--- config.mk ---
export PLATFORM = sky130hd
export DESIGN_NAME = i2c_three_byte_write_master
export DESIGN_NICKNAME = d
export VERILOG_FILES = /design/src/hdl/i2cw_pkg.sv /design/src/hdl/i2cw_cfg_regs.sv /design/src/hdl/i2cw_seq.sv /design/src/hdl/i2c_three_byte_write_master.sv
export SDC_FILE = /design/constraint.sdc
export NUM_CORES = 1
export LEC_CHECK = 0
export BUFFER_PORTS_ARGS = -buffer_cell sky130_fd_sc_hd__buf_2
export CAP_MARGIN = 0
export CORE_AREA = 5 5 74 76
export DETAILED_ROUTE_END_ITERATION = 8
export DIE_AREA = 0 0 79 81
export PLACE_DENSITY = 0.75
export SLEW_MARGIN = 20
export SYNTH_ARGS = -nofsm -noshare
export SYNTH_HDL_FRONTEND = slang
export SYNTH_SLANG_ARGS = --single-unit
--- constraint.sdc ---
create_clock -name i_clk -period 2.26 [get_ports i_clk]
set_clock_uncertainty 0.2 [all_clocks]
set_input_delay 0.339 -clock i_clk [delete_from_list [all_inputs] [get_ports i_clk]]
set_output_delay 0.339 -clock i_clk [all_outputs]
set_load 0.02 [all_outputs]
--- src/hdl/i2cw_pkg.sv ---
// Shared types and constants of the three-byte I2C write master.
`default_nettype none

package i2cw_pkg;

    localparam int FRAME_BYTES = 3;

    localparam int REG_INDEX_W = 2;
    localparam int REG_DATA_W  = 8;

    localparam logic [REG_INDEX_W-1:0] REG_DEVICE_ADDRESS = 2'd0;
    localparam logic [REG_INDEX_W-1:0] REG_WORD_ADDRESS   = 2'd1;
    localparam logic [REG_INDEX_W-1:0] REG_DATA_BYTE      = 2'd2;

    localparam logic [7:0] DEVICE_ADDRESS_RST = 8'hA0;
    localparam logic [7:0] WORD_ADDRESS_RST   = 8'h71;
    localparam logic [7:0] DATA_BYTE_RST      = 8'h51;

    localparam int S_TDATA_W = 8;
    localparam int M_TDATA_W = 8;

    typedef struct packed {
        logic [7:0] data_byte;
        logic [7:0] word_address;
        logic [7:0] device_address;
    } t_frame;

    // Declared from the highest bit down, so scl_level sits in bit 0.
    typedef struct packed {
        logic frame_done;
        logic busy_res;
        logic ack_led;
        logic sda_enable;
        logic sda_level;
        logic scl_level;
    } t_result;

endpackage

`default_nettype wire

--- src/hdl/i2cw_cfg_regs.sv ---
// Configuration registers holding the three bytes of the frame.
`default_nettype none

module i2cw_cfg_regs (
    input  wire logic                              i_clk,
    input  wire logic                              i_rst_n,
    input  wire logic                              i_cfg_wr_en,
    input  wire logic [i2cw_pkg::REG_INDEX_W-1:0]  i_cfg_index,
    input  wire logic [i2cw_pkg::REG_DATA_W-1:0]   i_cfg_data,
    output i2cw_pkg::t_frame                       o_frame
);

    i2cw_pkg::t_frame r_frame;

    always_ff @(posedge i_clk) begin
        if (!i_rst_n) begin
            r_frame.device_address <= i2cw_pkg::DEVICE_ADDRESS_RST;
            r_frame.word_address   <= i2cw_pkg::WORD_ADDRESS_RST;
            r_frame.data_byte      <= i2cw_pkg::DATA_BYTE_RST;
        end else if (i_cfg_wr_en) begin
            unique case (i_cfg_index)
                i2cw_pkg::REG_DEVICE_ADDRESS: r_frame.device_address <= i_cfg_data;
                i2cw_pkg::REG_WORD_ADDRESS:   r_frame.word_address   <= i_cfg_data;
                i2cw_pkg::REG_DATA_BYTE:      r_frame.data_byte      <= i_cfg_data;
                default: begin
                end
            endcase
        end
    end

    assign o_frame = r_frame;

endmodule

`default_nettype wire

--- src/hdl/i2cw_seq.sv ---
// Bus sequencer: phase machine and bit shifter, one bus tick per advance.
`default_nettype none

module i2cw_seq (
    input  wire logic        i_clk,
    input  wire logic        i_rst_n,
    input  wire logic        i_advance,
    input  wire logic        i_go,
    input  wire logic        i_sda_in,
    input  wire i2cw_pkg::t_frame i_frame,
    output i2cw_pkg::t_result o_result
);

    localparam logic [3:0] PH_IDLE      = 4'd0;
    localparam logic [3:0] PH_START_LOW = 4'd1;
    localparam logic [3:0] PH_BIT_LOW   = 4'd2;
    localparam logic [3:0] PH_BIT_HIGH  = 4'd3;
    localparam logic [3:0] PH_ACK_LOW   = 4'd4;
    localparam logic [3:0] PH_ACK_HIGH  = 4'd5;
    localparam logic [3:0] PH_STOP_LOW  = 4'd6;
    localparam logic [3:0] PH_STOP_HIGH = 4'd7;
    localparam logic [3:0] PH_STOP_RISE = 4'd8;

    localparam logic [1:0] LAST_BYTE = 2'(i2cw_pkg::FRAME_BYTES - 1);

    logic [3:0] r_phase,      n_phase;
    logic [2:0] r_bit_count,  n_bit_count;
    logic [1:0] r_byte_index, n_byte_index;
    logic [7:0] r_shift_byte, n_shift_byte;
    logic       r_ack_seen,   n_ack_seen;

    logic [1:0] next_index;
    logic [7:0] next_byte;
    i2cw_pkg::t_result res;

    always_comb begin
        next_index = r_byte_index + 2'd1;
        case (next_index)
            2'd1:    next_byte = i_frame.word_address;
            default: next_byte = i_frame.data_byte;
        endcase
    end

    always_comb begin
        n_phase      = r_phase;
        n_bit_count  = r_bit_count;
        n_byte_index = r_byte_index;
        n_shift_byte = r_shift_byte;
        n_ack_seen   = r_ack_seen;

        res            = '0;
        res.scl_level  = 1'b1;
        res.sda_level  = 1'b1;
        res.sda_enable = 1'b1;
        res.busy_res   = 1'b1;

        unique case (r_phase)
            PH_START_LOW: begin
                res.scl_level = 1'b0;
                res.sda_level = 1'b0;
                n_phase       = PH_BIT_LOW;
            end
            PH_BIT_LOW: begin
                res.scl_level = 1'b0;
                res.sda_level = r_shift_byte[7];
                n_phase       = PH_BIT_HIGH;
            end
            PH_BIT_HIGH: begin
                res.sda_level = r_shift_byte[7];
                n_shift_byte  = {r_shift_byte[6:0], 1'b0};
                if (r_bit_count == 3'd7) begin
                    n_bit_count = 3'd0;
                    n_phase     = PH_ACK_LOW;
                end else begin
                    n_bit_count = r_bit_count + 3'd1;
                    n_phase     = PH_BIT_LOW;
                end
            end
            PH_ACK_LOW: begin
                res.scl_level  = 1'b0;
                res.sda_enable = 1'b0;
                n_phase        = PH_ACK_HIGH;
            end
            PH_ACK_HIGH: begin
                res.sda_enable = 1'b0;
                n_ack_seen     = ~i_sda_in;
                if (r_byte_index >= LAST_BYTE) begin
                    n_phase = PH_STOP_LOW;
                end else begin
                    n_byte_index = next_index;
                    n_shift_byte = next_byte;
                    n_bit_count  = 3'd0;
                    n_phase      = PH_BIT_LOW;
                end
            end
            PH_STOP_LOW: begin
                res.scl_level = 1'b0;
                res.sda_level = 1'b0;
                n_phase       = PH_STOP_HIGH;
            end
            PH_STOP_HIGH: begin
                res.sda_level = 1'b0;
                n_phase       = PH_STOP_RISE;
            end
            PH_STOP_RISE: begin
                res.frame_done = 1'b1;
                n_phase        = PH_IDLE;
                n_byte_index   = 2'd0;
                n_bit_count    = 3'd0;
            end
            default: begin
                if (i_go) begin
                    res.sda_level = 1'b0;
                    n_byte_index  = 2'd0;
                    n_bit_count   = 3'd0;
                    n_shift_byte  = i_frame.device_address;
                    n_phase       = PH_START_LOW;
                end else begin
                    res.busy_res = 1'b0;
                    n_phase      = PH_IDLE;
                end
            end
        endcase

        res.ack_led = n_ack_seen;
    end

    always_ff @(posedge i_clk) begin
        if (!i_rst_n) begin
            r_phase      <= PH_IDLE;
            r_bit_count  <= 3'd0;
            r_byte_index <= 2'd0;
            r_shift_byte <= 8'd0;
            r_ack_seen   <= 1'b0;
        end else if (i_advance) begin
            r_phase      <= n_phase;
            r_bit_count  <= n_bit_count;
            r_byte_index <= n_byte_index;
            r_shift_byte <= n_shift_byte;
            r_ack_seen   <= n_ack_seen;
        end
    end

    assign o_result = res;

endmodule

`default_nettype wire

--- src/hdl/i2c_three_byte_write_master.sv ---
// Top level of the three-byte I2C write master.
// Each input beat is one bus tick and yields exactly one output beat in the cycle
// after it is accepted. A beat can be accepted in every cycle: the phase machine
// advances one tick per beat and the result lands in an output register, so the
// sustained rate is one tick per clock while the output side keeps taking beats.
// A frame lasts 59 ticks: two for the start, two per bit, two per acknowledge and
// three for the stop. The frame bytes are read from the configuration registers
// when each byte begins.
`default_nettype none

module i2c_three_byte_write_master (
    input  wire logic                               i_clk,
    input  wire logic                               i_rst_n,
    input  wire logic                               i_cfg_wr_en,
    input  wire logic [i2cw_pkg::REG_INDEX_W-1:0]   i_cfg_index,
    input  wire logic [i2cw_pkg::REG_DATA_W-1:0]    i_cfg_data,
    input  wire logic                               s_axis_tvalid,
    output logic                                    s_axis_tready,
    // Bit 0 go, bit 1 sda_in, upper bits zero.
    input  wire logic [i2cw_pkg::S_TDATA_W-1:0]     s_axis_tdata,
    output logic                                    m_axis_tvalid,
    input  wire logic                               m_axis_tready,
    // Bit 0 scl_level, 1 sda_level, 2 sda_enable, 3 ack_led, 4 busy_res,
    // 5 frame_done, upper bits zero.
    output logic [i2cw_pkg::M_TDATA_W-1:0]          m_axis_tdata
);

    i2cw_pkg::t_frame  frame;
    i2cw_pkg::t_result result;

    logic              accept;
    logic              r_out_valid;
    i2cw_pkg::t_result r_out;

    assign s_axis_tready = !r_out_valid || m_axis_tready;
    assign accept        = s_axis_tvalid && s_axis_tready;

    i2cw_cfg_regs u_cfg_regs (
        .i_clk       (i_clk),
        .i_rst_n     (i_rst_n),
        .i_cfg_wr_en (i_cfg_wr_en),
        .i_cfg_index (i_cfg_index),
        .i_cfg_data  (i_cfg_data),
        .o_frame     (frame)
    );

    i2cw_seq u_seq (
        .i_clk     (i_clk),
        .i_rst_n   (i_rst_n),
        .i_advance (accept),
        .i_go      (s_axis_tdata[0]),
        .i_sda_in  (s_axis_tdata[1]),
        .i_frame   (frame),
        .o_result  (result)
    );

    always_ff @(posedge i_clk) begin
        if (!i_rst_n) begin
            r_out_valid <= 1'b0;
        end else if (accept) begin
            r_out_valid <= 1'b1;
        end else if (m_axis_tready) begin
            r_out_valid <= 1'b0;
        end
    end

    always_ff @(posedge i_clk) begin
        if (accept) begin
            r_out <= result;
        end
    end

    assign m_axis_tvalid = r_out_valid;
    assign m_axis_tdata  = {(i2cw_pkg::M_TDATA_W - $bits(i2cw_pkg::t_result))'(0), r_out};

endmodule

`default_nettype wire
==> out/metrics.csv, run 1 <==
metric,value,unit
grt_pass1_wl,8120,µm
p_int,0.00121,W
hold_path_class,input pin to register,
core-area,4660,µm²
cp_cell_sequence,buf_4 > nor3_4 > a21oi_1 > a211oi_2 > mux2i_1,
postCtsHoldBufs,0,
post-dp-hpwl,3250,µm
p_switching,0.000409,W
finalWirelength,4600,µm
max_freq,0.495,GHz
numCtsBuffers,5,
nets,313,
rsz0062_at_grt,false,
die_h,81,µm
gp_congestion,0.828,
clock_power_share,31.4,%
portBuffers,24,
tns,0,ps
powerDensity,582,nW/µm²
hold_violations,0,
ir_worst_vdd,0.315,mV
multi_input_area,1360,µm²
wl_per_cell,13.5,µm
dr.pass1.iters,4,
ant_nets,0,
grt.overflow.total,0,
numClockSinks,49,
ys_seq_elements,49,
synth_cell_type_count,52,
drtIter0Drc,141,
cp_max_fo,12,
tritoncts,yes,
antenna_found_initial,0,
leakagePower,1.21,nW
setup_viol,0,
layout_worst_path_cycle_share,89.5,%
critPathMaxStageDelay,460,ps
critPathCaptureType,register,
cp_slowest_cell,dfxtp_1,
ios,33,
syn2layout_area_growth,8.92,%
fillers,437,
post_cts_buffers,0,
start_kind,register,
initial_core_util,54.8,%
seqPwrFrac,57.3,%
seq_area,1040,µm²
grt_usage,15.8,%
yosysTopAreaCellShare,33.7,%
h-tree-depth,2,
die_w,79,µm
mostFrequentLayoutCells,"44 x mux2i_1, 43 x dfxtp_1, 30 x nand2_1",
rows,25,
cts-root-buf,clkbuf_8,
cts_resized,0,
drive_gt1_share,17.8,%
drc,0,
grt_max_degree,43,
p_comb_share,11.3,%
worst_slack,238,ps
num_vias,1882,
worstSetupPathType,register to register,
syn-cell-area,2550,µm²
yosys.area.top_type,dfxtp_1,
syn-instance-count,267,
clk_pin_slew,90,ps
slew_headroom,58.5,%
clk_latency,300,ps
swShare,25.3,%
worst_pin_slew,622,ps
maxCapViolations,0,
period_minus_slack,2020,ps
grt_pass1_vias,1806,
slew_viol_final,0,
clockBufferDepth,2,
layout_commonest_cell,mux2i_1,
cp.arrival,2050,ps
vias_per_cell,5.52,
worst-path-buf-inv,1,
power,0.00162,W
dieArea,6400,µm²
crit_family,compound AO/OA/AOI/OAI gates,
yosysWarnings,0,
cp.required,2290,ps
syn_area_per_cell,9.56,µm²
synthTopCellsByArea,"dfxtp_1 34%, mux2i_1 17%, edfxtp_1 7.1%",
place_ws,251,ps
ys_seq_area_share,40.8,%
status,finished clean,
antenna_cells,0,
state kept, by name (all words and copies together) (netlist names):
name	count
u_cfg_regs.o_frame	24
u_seq.r_shift_byte	8
m_axis_tdata	6
u_seq.r_phase	4
u_seq.r_bit_count	3
u_seq.r_byte_index	2
m_axis_tvalid	1
u_seq.r_ack_seen	1
synth_stat cells (all sizes together):
cell type / number
nand3: 8
o2bb2ai: 7
a21o: 1
ha: 4
a31o: 1
and3: 9
conb: 1
mux2i: 44
nand4bb: 2
a21boi: 4
nor2: 6
and3b: 1
mux2: 1
xnor2: 2
and2: 1
o21a: 1
a21oi: 6
clkbuf: 10
or3: 3
or3b: 2
nor3b: 2
nand2b: 1
a31oi: 1
o21ai: 15
nor2b: 15
buf: 13
nor3: 2
o211ai: 3
dfxtp: 43
inv: 9
nand3b: 4
o22ai: 1
a211oi: 2
o21bai: 1
nor4: 1
and4bb: 2
nand2: 30
edfxtp: 6
a41o: 1
o31ai: 1
path summary, 6_finish.rpt:
check	startpoint	end	slack (ps)	cells after the start
setup / recovery	u_seq.r_phase[0]$_SDFFE_PN0P_	u_seq.r_bit_count[1]$_SDFFE_PN0P_	240	5
hold reg to reg	u_seq.r_bit_count[2]$_SDFFE_PN0P_	u_seq.r_bit_count[2]$_SDFFE_PN0P_	270	2
hold / removal	i_cfg_data[0]	u_cfg_regs.o_frame[8]$_SDFFE_PN1P_	80	3
setup reg to reg	u_seq.r_phase[0]$_SDFFE_PN0P_	u_seq.r_bit_count[1]$_SDFFE_PN0P_	240	5
power groups by stage:
stage | combinational (W) | clock [W] | sequential (W)
after global placement | 0.000181 | 0 | 0.000947
final | 0.000183 | 0.000509 | 0.000928
after global routing | 0.000204 | 0.000568 | 0.000932
after CTS | 0.000185 | 0.000524 | 0.000928
after detailed placement | 0.000184 | 0 | 0.000948
after floorplan | 0.000137 | 0 | 0.000951
layout make-up:
class                           count  area share (%)
Timing Repair Buffer               34            7.02
Clock inverter                      2           0.495
Inverter                            9            1.21
Clock buffer                        6            2.61
Sequential cell                    49            37.4
Multi-Input combinational cell    187            48.8
Tap cell                           54            2.43
tightest hold or removal path: cells and delay by family:
family	cells	cell delay, ps
mux	1	60
simple gates	1	50
buf+inv	1	90
through the flow:
stage / area, µm² / hold WS, ps / util [%] / std cells
global placement: 2700 / 246 / 57.8 / 333
finish: 2780 / 75.3 / 59.7 / 341
floorplan: 2560 / 233 / - / 268
global route: 2780 / 85.7 / 59.7 / 341
detailed placement: 2700 / 257 / 57.8 / 333
CTS: 2780 / 68.1 / 59.7 / 341
cells by family (layout without fill, tap and decap cells):
logic type / Yosys count / count (layout) / synth area share [%]
compound gates: 45 / 45 / 12.0
xor+xnor: 2 / 2 / 0.686
fa+ha+maj: 4 / 4 / 1.96
buf+inv: 32 / 51 / 6.22
flops: 49 / 49 / 40.8
mux: 45 / 45 / 17.7
other cells: 1 / 2 / 0.147
simple gates: 89 / 89 / 20.6
per-layer routing:
layer | GRT usage [%] | vias to the layer above | part of all wire, %
li1 | - | 969 | -
met1 | 20.9 | 888 | 50
met2 | 25.5 | 23 | 47
met3 | 3.44 | 2 | 3.1
met4 | 5.50 | 0 | 0.63
met5 | 0 | - | 0
Note: power is estimated with default switching activity, not from simulation.
==> run 2, diff against run 1 <==
clock period = 2.6 ns   (was 2.26 ns; I/O delays follow)
==> run 2 against run 1 <==
- core utilization shrank 0.48 points
- worst hold slack gained 38 ps
- critical path depth shrank 1
- wire length grew 0.65%
- global-route usage is essentially flat
- count of clock-buffer cells in the layout shrank 1
- largest cell class unchanged
- highest routed layer unchanged
==> out/metrics.csv, run 2 (same netlist as run 1, synthesis figures left out) <==
metric,value,unit
initial_core_util,54.8,%
rows,25,
clk_latency,310,ps
portBuffers,24,
worst_pin_slew,641,ps
min_path_cells,3,
grt_max_degree,42,
tritoncts,yes,
gp_congestion,0.824,
cp.arrival,2170,ps
die_h,81,µm
cp_max_fo,17,
postCtsHoldBufs,0,
cp.required,2650,ps
core-area,4660,µm²
cp_slowest_cell,dfxtp_1,
period_minus_slack,2130,ps
ir_worst_vdd,0.329,mV
critPathMaxStageDelay,600,ps
dr.pass1.iters,4,
hold_violations,0,
syn2layout_area_growth,8.04,%
cts_resized,0,
antenna_found_initial,0,
finalWirelength,4630,µm
wl_per_cell,13.8,µm
ant_nets,0,
largest_reg_flops,24,
ff2ff_path_depth,4,
critPathCaptureType,register,
drc,0,
fillers,416,
ios,33,
drtIter0Drc,131,
clockBufferDepth,2,
max_freq,0.470,GHz
leakagePower,1.20,nW
tns,0,ps
layout_worst_path_cycle_share,81.8,%
grt.overflow.total,0,
dp.cells,329,
h-tree-depth,2,
mostFrequentLayoutCells,"44 x mux2i_1, 43 x dfxtp_1, 30 x nand2_1",
numCtsBuffers,5,
antenna_cells,0,
die_w,79,µm
worst_slack,474,ps
num_vias,1868,
post-dp-hpwl,3220,µm
dieArea,6400,µm²
cp_cell_sequence,nand4bb_4 > o211ai_2 > a31o_1 > mux2i_1,
grt.busiest_layer,met2,
post_cts_buffers,0,
grt_pass1_wl,8070,µm
powerDensity,519,nW/µm²
status,finished clean,
worstSetupPathType,register to register,
maxCapViolations,0,
grt_use_met1,21.8,%
final_cells,337,
rsz0062_at_grt,false,
setup_viol,0,
slew_headroom,57.3,%
numClockSinks,49,
met3_usage,3.99,%
start_kind,register,
reg2reg_to,u_seq.r_shift_byte[6]$_SDFFE_PN0P_,
cts-root-buf,clkbuf_8,
slew_viol_final,0,
vias_per_cell,5.54,
layout_commonest_cell,mux2i_1,
r2r_start,u_seq.r_phase[0]$_SDFFE_PN0P_,
power,0.00143,W
min-delay-start,i_cfg_data[5],
nets,309,
hold-worst-slack,114,ps
clk_pin_slew,100,ps
reg2reg_slack,470,ps
grt_use_met2,23.8,%
place_ws,483,ps
hold_path_class,input pin to register,
drive_gt1_share,17.0,%
hold_end,u_cfg_regs.o_frame[13]$_SDFFE_PN1P_,
grt_usage,15.8,%
grt_pass1_vias,1728,
run 2: metrics by stage:
stage / utilization (%) / cell area (µm²)
2_1_floorplan: - / 2560
3_3_place_gp: 57.2 / 2670
3_5_place_dp: 57.2 / 2670
4_1_cts: 59.2 / 2760
5_1_grt: 59.2 / 2760
6_report: 59.2 / 2760
run 2: where the power goes:
| part | total, W | switching [W] | internal (W) |
|---|---|---|---|
| combinational | 0.000159 | 0.0000890 | 0.0000702 |
| clock | 0.000467 | 0.000272 | 0.000195 |
| sequential | 0.000806 | 0.0000156 | 0.000791 |
| total | 0.00143 | 0.000377 | 0.00106 |
run 2: how the worst max path moves through the flow:
stage | to | start | depth (start not counted)
finish | u_seq.r_shift_byte[6]$_SDFFE_PN0P_ | u_seq.r_phase[0]$_SDFFE_PN0P_ | 4
global route | u_seq.r_shift_byte[5]$_SDFFE_PN0P_ | u_seq.r_phase[0]$_SDFFE_PN0P_ | 4
CTS | u_seq.r_shift_byte[5]$_SDFFE_PN0P_ | u_seq.r_phase[0]$_SDFFE_PN0P_ | 4
detailed placement | u_seq.r_shift_byte[5]$_SDFFE_PN0P_ | u_seq.r_phase[0]$_SDFFE_PN0P_ | 4
global placement | u_seq.r_shift_byte[2]$_SDFFE_PN0P_ | u_seq.r_phase[0]$_SDFFE_PN0P_ | 4
floorplan | u_seq.r_phase[1]$_SDFFE_PN0P_ | m_axis_tready | 6
run 2: cell type report:
class / count / area [µm²] / share of cell area, %
inverter: 9 / 33.8 / 1.22
tap: 54 / 67.6 / 2.45
sequential: 49 / 1040 / 37.7
clock inverter: 3 / 25.0 / 0.907
multi-input combinational: 187 / 1360 / 49.2
timing repair buffer: 30 / 165 / 5.99
clock buffer: 5 / 68.8 / 2.49
run 2: critical path: cells and delay by family, from the launching register on:
family | cells | cell delay [ps]
DFF | 1 | 600
AOI/OAI and AO/OA | 2 | 720
muxes | 1 | 250
and+or+nand+nor | 1 | 310
run 2: metal layers:
metal	vias up	wire length (µm)
met2	32	2020
met5	-	0
met4	0	68
met1	866	2320
met3	7	227
li1	963	-
==> run 3, diff against run 2 <==
ABC_AREA = 1   (was not set)
CORE_AREA = 5 5 72 74   (was 5 5 74 76)
DIE_AREA = 0 0 77 79   (was 0 0 79 81)
PLACE_DENSITY = 0.76   (was 0.75)
clock period = 2 ns   (was 2.6 ns; I/O delays follow)
==> run 3 against run 2 <==
- die area decreased by 4.9%
- critical path type unchanged
- cell area decreased by 2.5%
- final cell count increased by 28%
- count of clock-buffer cells in the layout increased by 1
- largest power group unchanged
==> out/metrics.csv, run 3 <==
metric,value,unit
worstSetupPathType,register to register,
fillers,439,
max_freq,0.565,GHz
tns,0,ps
ir_worst_vdd,0.549,mV
dieArea,6080,µm²
synthTopCellsByCount,"96 x nand2_1, 56 x nor2_1, 43 x dfxtp_1, 39 x inv_1, 29 x o21ai_0",
powerDensity,779,nW/µm²
initial_core_util,53.7,%
p_switching,0.000553,W
synth_cell_type_count,25,
drtIter0Drc,93,
wl_per_cell,11.2,µm
clk_pin_slew,90,ps
cts-root-buf,clkbuf_8,
dp.cells,422,
core-area,4540,µm²
postCtsHoldBufs,0,
synth-edff-count,6,
hold_end,u_cfg_regs.o_frame[5]$_SDFFE_PN1P_,
syn_area_per_cell,7.00,µm²
post_cts_buffers,0,
grt_max_degree,22,
clockBufferDepth,2,
yosysMostFrequentCell,nand2_1,
h-tree-depth,2,
hold-worst-slack,33.2,ps
p_comb_share,15.0,%
grt_pass1_wl,8540,µm
grt_usage,17.0,%
ys_seq_elements,49,
yosysTopAreaCellShare,35.4,%
ant_nets,0,
worst_pin_slew,507,ps
syn-instance-count,348,
drc,0,
start_kind,register,
die_w,77,µm
antenna_cells,0,
min-delay-start,i_cfg_data[5],
antenna_found_initial,0,
status,finished clean,
clk_latency,300,ps
reg2reg_to,m_axis_tdata[4]$_SDFFCE_PP1P_,
synthTopCellsByArea,"dfxtp_1 35%, nand2_1 15%, nor2_1 8.6%",
finalWirelength,4830,µm
p_int,0.00154,W
seq_area,1040,µm²
nets,402,
tritoncts,yes,
swShare,26.4,%
rsz0062_at_grt,false,
cp.arrival,1630,ps
hold_path_class,input pin to register,
setup_viol,0,
syn-cell-area,2430,µm²
grt.overflow.total,0,
dr.pass1.iters,4,
layout_worst_path_cycle_share,88.4,%
min_path_cells,3,
critPathCaptureType,register,
period_minus_slack,1770,ps
clock_power_share,32.8,%
die_h,79,µm
reg2reg_slack,230,ps
cts_resized,0,
slew_viol_final,0,
drive_gt1_share,14.4,%
num_vias,2131,
r2r_start,u_seq.r_phase[1]$_SDFFE_PN0P_,
synthArstFlopShare,0,%
yosysWarnings,0,
cp.required,1860,ps
post-dp-hpwl,3500,µm
gp_congestion,0.810,
final_cells,430,
ff2ff_path_depth,5,
cp_max_fo,8,
rows,25,
syn2layout_area_growth,10.5,%
portBuffers,24,
ys.flop_type,dfxtp_1,
ios,33,
layout_commonest_cell,nand2_1,
largest_reg_flops,24,
power,0.00210,W
grt_pass1_vias,1953,
yosys.area.top_type,dfxtp_1,
mostFrequentLayoutCells,"96 x nand2_1, 56 x nor2_1, 43 x dfxtp_1",
maxCapViolations,0,
multi_input_area,1150,µm²
seqPwrFrac,52.1,%
hold_violations,0,
slew_headroom,66.2,%
vias_per_cell,4.96,
leakagePower,1.35,nW
numCtsBuffers,5,
numClockSinks,49,
ys_seq_area_share,42.8,%
==> run 3: cell count changes after synthesis, moves of 6 or more <==
| cell | delta |
|---|---|
| a21oi_1 | +9 |
| and3_1 | -9 |
| buf_2 | -7 |
| clkbuf_1 | -6 |
| inv_1 | +31 |
| mux2i_1 | -44 |
| nand2_1 | +66 |
| nand3_1 | +16 |
| nor2_1 | +51 |
| nor2b_1 | -15 |
| o21ai_0 | +16 |
| o2bb2ai_1 | -7 |
==> run 3: worst max-delay path: stages (launching register included) <==
cell,delay (ps)
dfxtp_1,480
nor2_2,120
nand2_2,140
nand2_1,80
or2_1,260
or2_4,240
==> run 3: power by group through the flow <==
| stage | clock network [W] | registers, W | logic [W] |
|---|---|---|---|
| floorplan | 0 | 0.00112 | 0.000236 |
| global placement | 0 | 0.00111 | 0.000309 |
| global route | 0.000749 | 0.00110 | 0.000367 |
| finish | 0.000688 | 0.00109 | 0.000315 |
| detailed placement | 0 | 0.00112 | 0.000314 |
| CTS | 0.000716 | 0.00109 | 0.000316 |
==> run 3: area by class of cell <==
cell class                      count  share of cell area, %
Multi-Input combinational cell    247                   42.7
Sequential cell                    49                   38.7
Clock inverter                      2                   1.26
Clock buffer                        6                   2.70
Timing Repair Buffer               31                   6.42
Tap cell                           54                   2.51
Inverter                           41                   5.72
==> run 3: worst max path at each step <==
stage / from / to / slack, ps / cells after the start
floorplan: m_axis_tvalid$_SDFFE_PN0P_ / u_seq.r_shift_byte[1]$_SDFFE_PN0P_ / 230 / 8
global placement: u_seq.r_phase[1]$_SDFFE_PN0P_ / m_axis_tdata[4]$_SDFFCE_PP1P_ / 270 / 5
detailed placement: u_seq.r_phase[1]$_SDFFE_PN0P_ / m_axis_tdata[4]$_SDFFCE_PP1P_ / 260 / 5
CTS: u_seq.r_phase[1]$_SDFFE_PN0P_ / m_axis_tdata[4]$_SDFFCE_PP1P_ / 250 / 5
global route: u_seq.r_byte_index[0]$_SDFFE_PN0P_ / u_seq.r_shift_byte[7]$_SDFFE_PN0P_ / 40 / 7
finish: u_seq.r_phase[1]$_SDFFE_PN0P_ / m_axis_tdata[4]$_SDFFCE_PP1P_ / 230 / 5
==> run 3: kinds of logic (layout without fill, tap and decap cells) <==
group | after synthesis | after routing | share of synthesized area [%]
compound gates | 47 | 47 | 9.97
fa+ha+maj | 4 | 4 | 2.06
buf+inv | 53 | 80 | 10.2
flops | 49 | 49 | 42.8
other cells | 1 | 2 | 0.154
simple gates | 194 | 194 | 34.8
==> run 3: stage by stage <==
| stage | area [µm²] | utilization [%] | worst slack (ps) |
|---|---|---|---|
| 3_5_place_dp | 2580 | 57.0 | 258 |
| 2_1_floorplan | 2440 | - | 228 |
| 6_report | 2690 | 59.3 | 232 |
| 4_1_cts | 2690 | 59.3 | 250 |
| 5_1_grt | 2690 | 59.3 | 39.1 |
| 3_3_place_gp | 2580 | 57.0 | 270 |
==> run 3: routing by layer <==
metal	global-route usage, %	share of wire (%)
met3	3.51	5.3
met5	0	0
met4	6.36	1.7
met2	29.3	47
met1	20.9	46
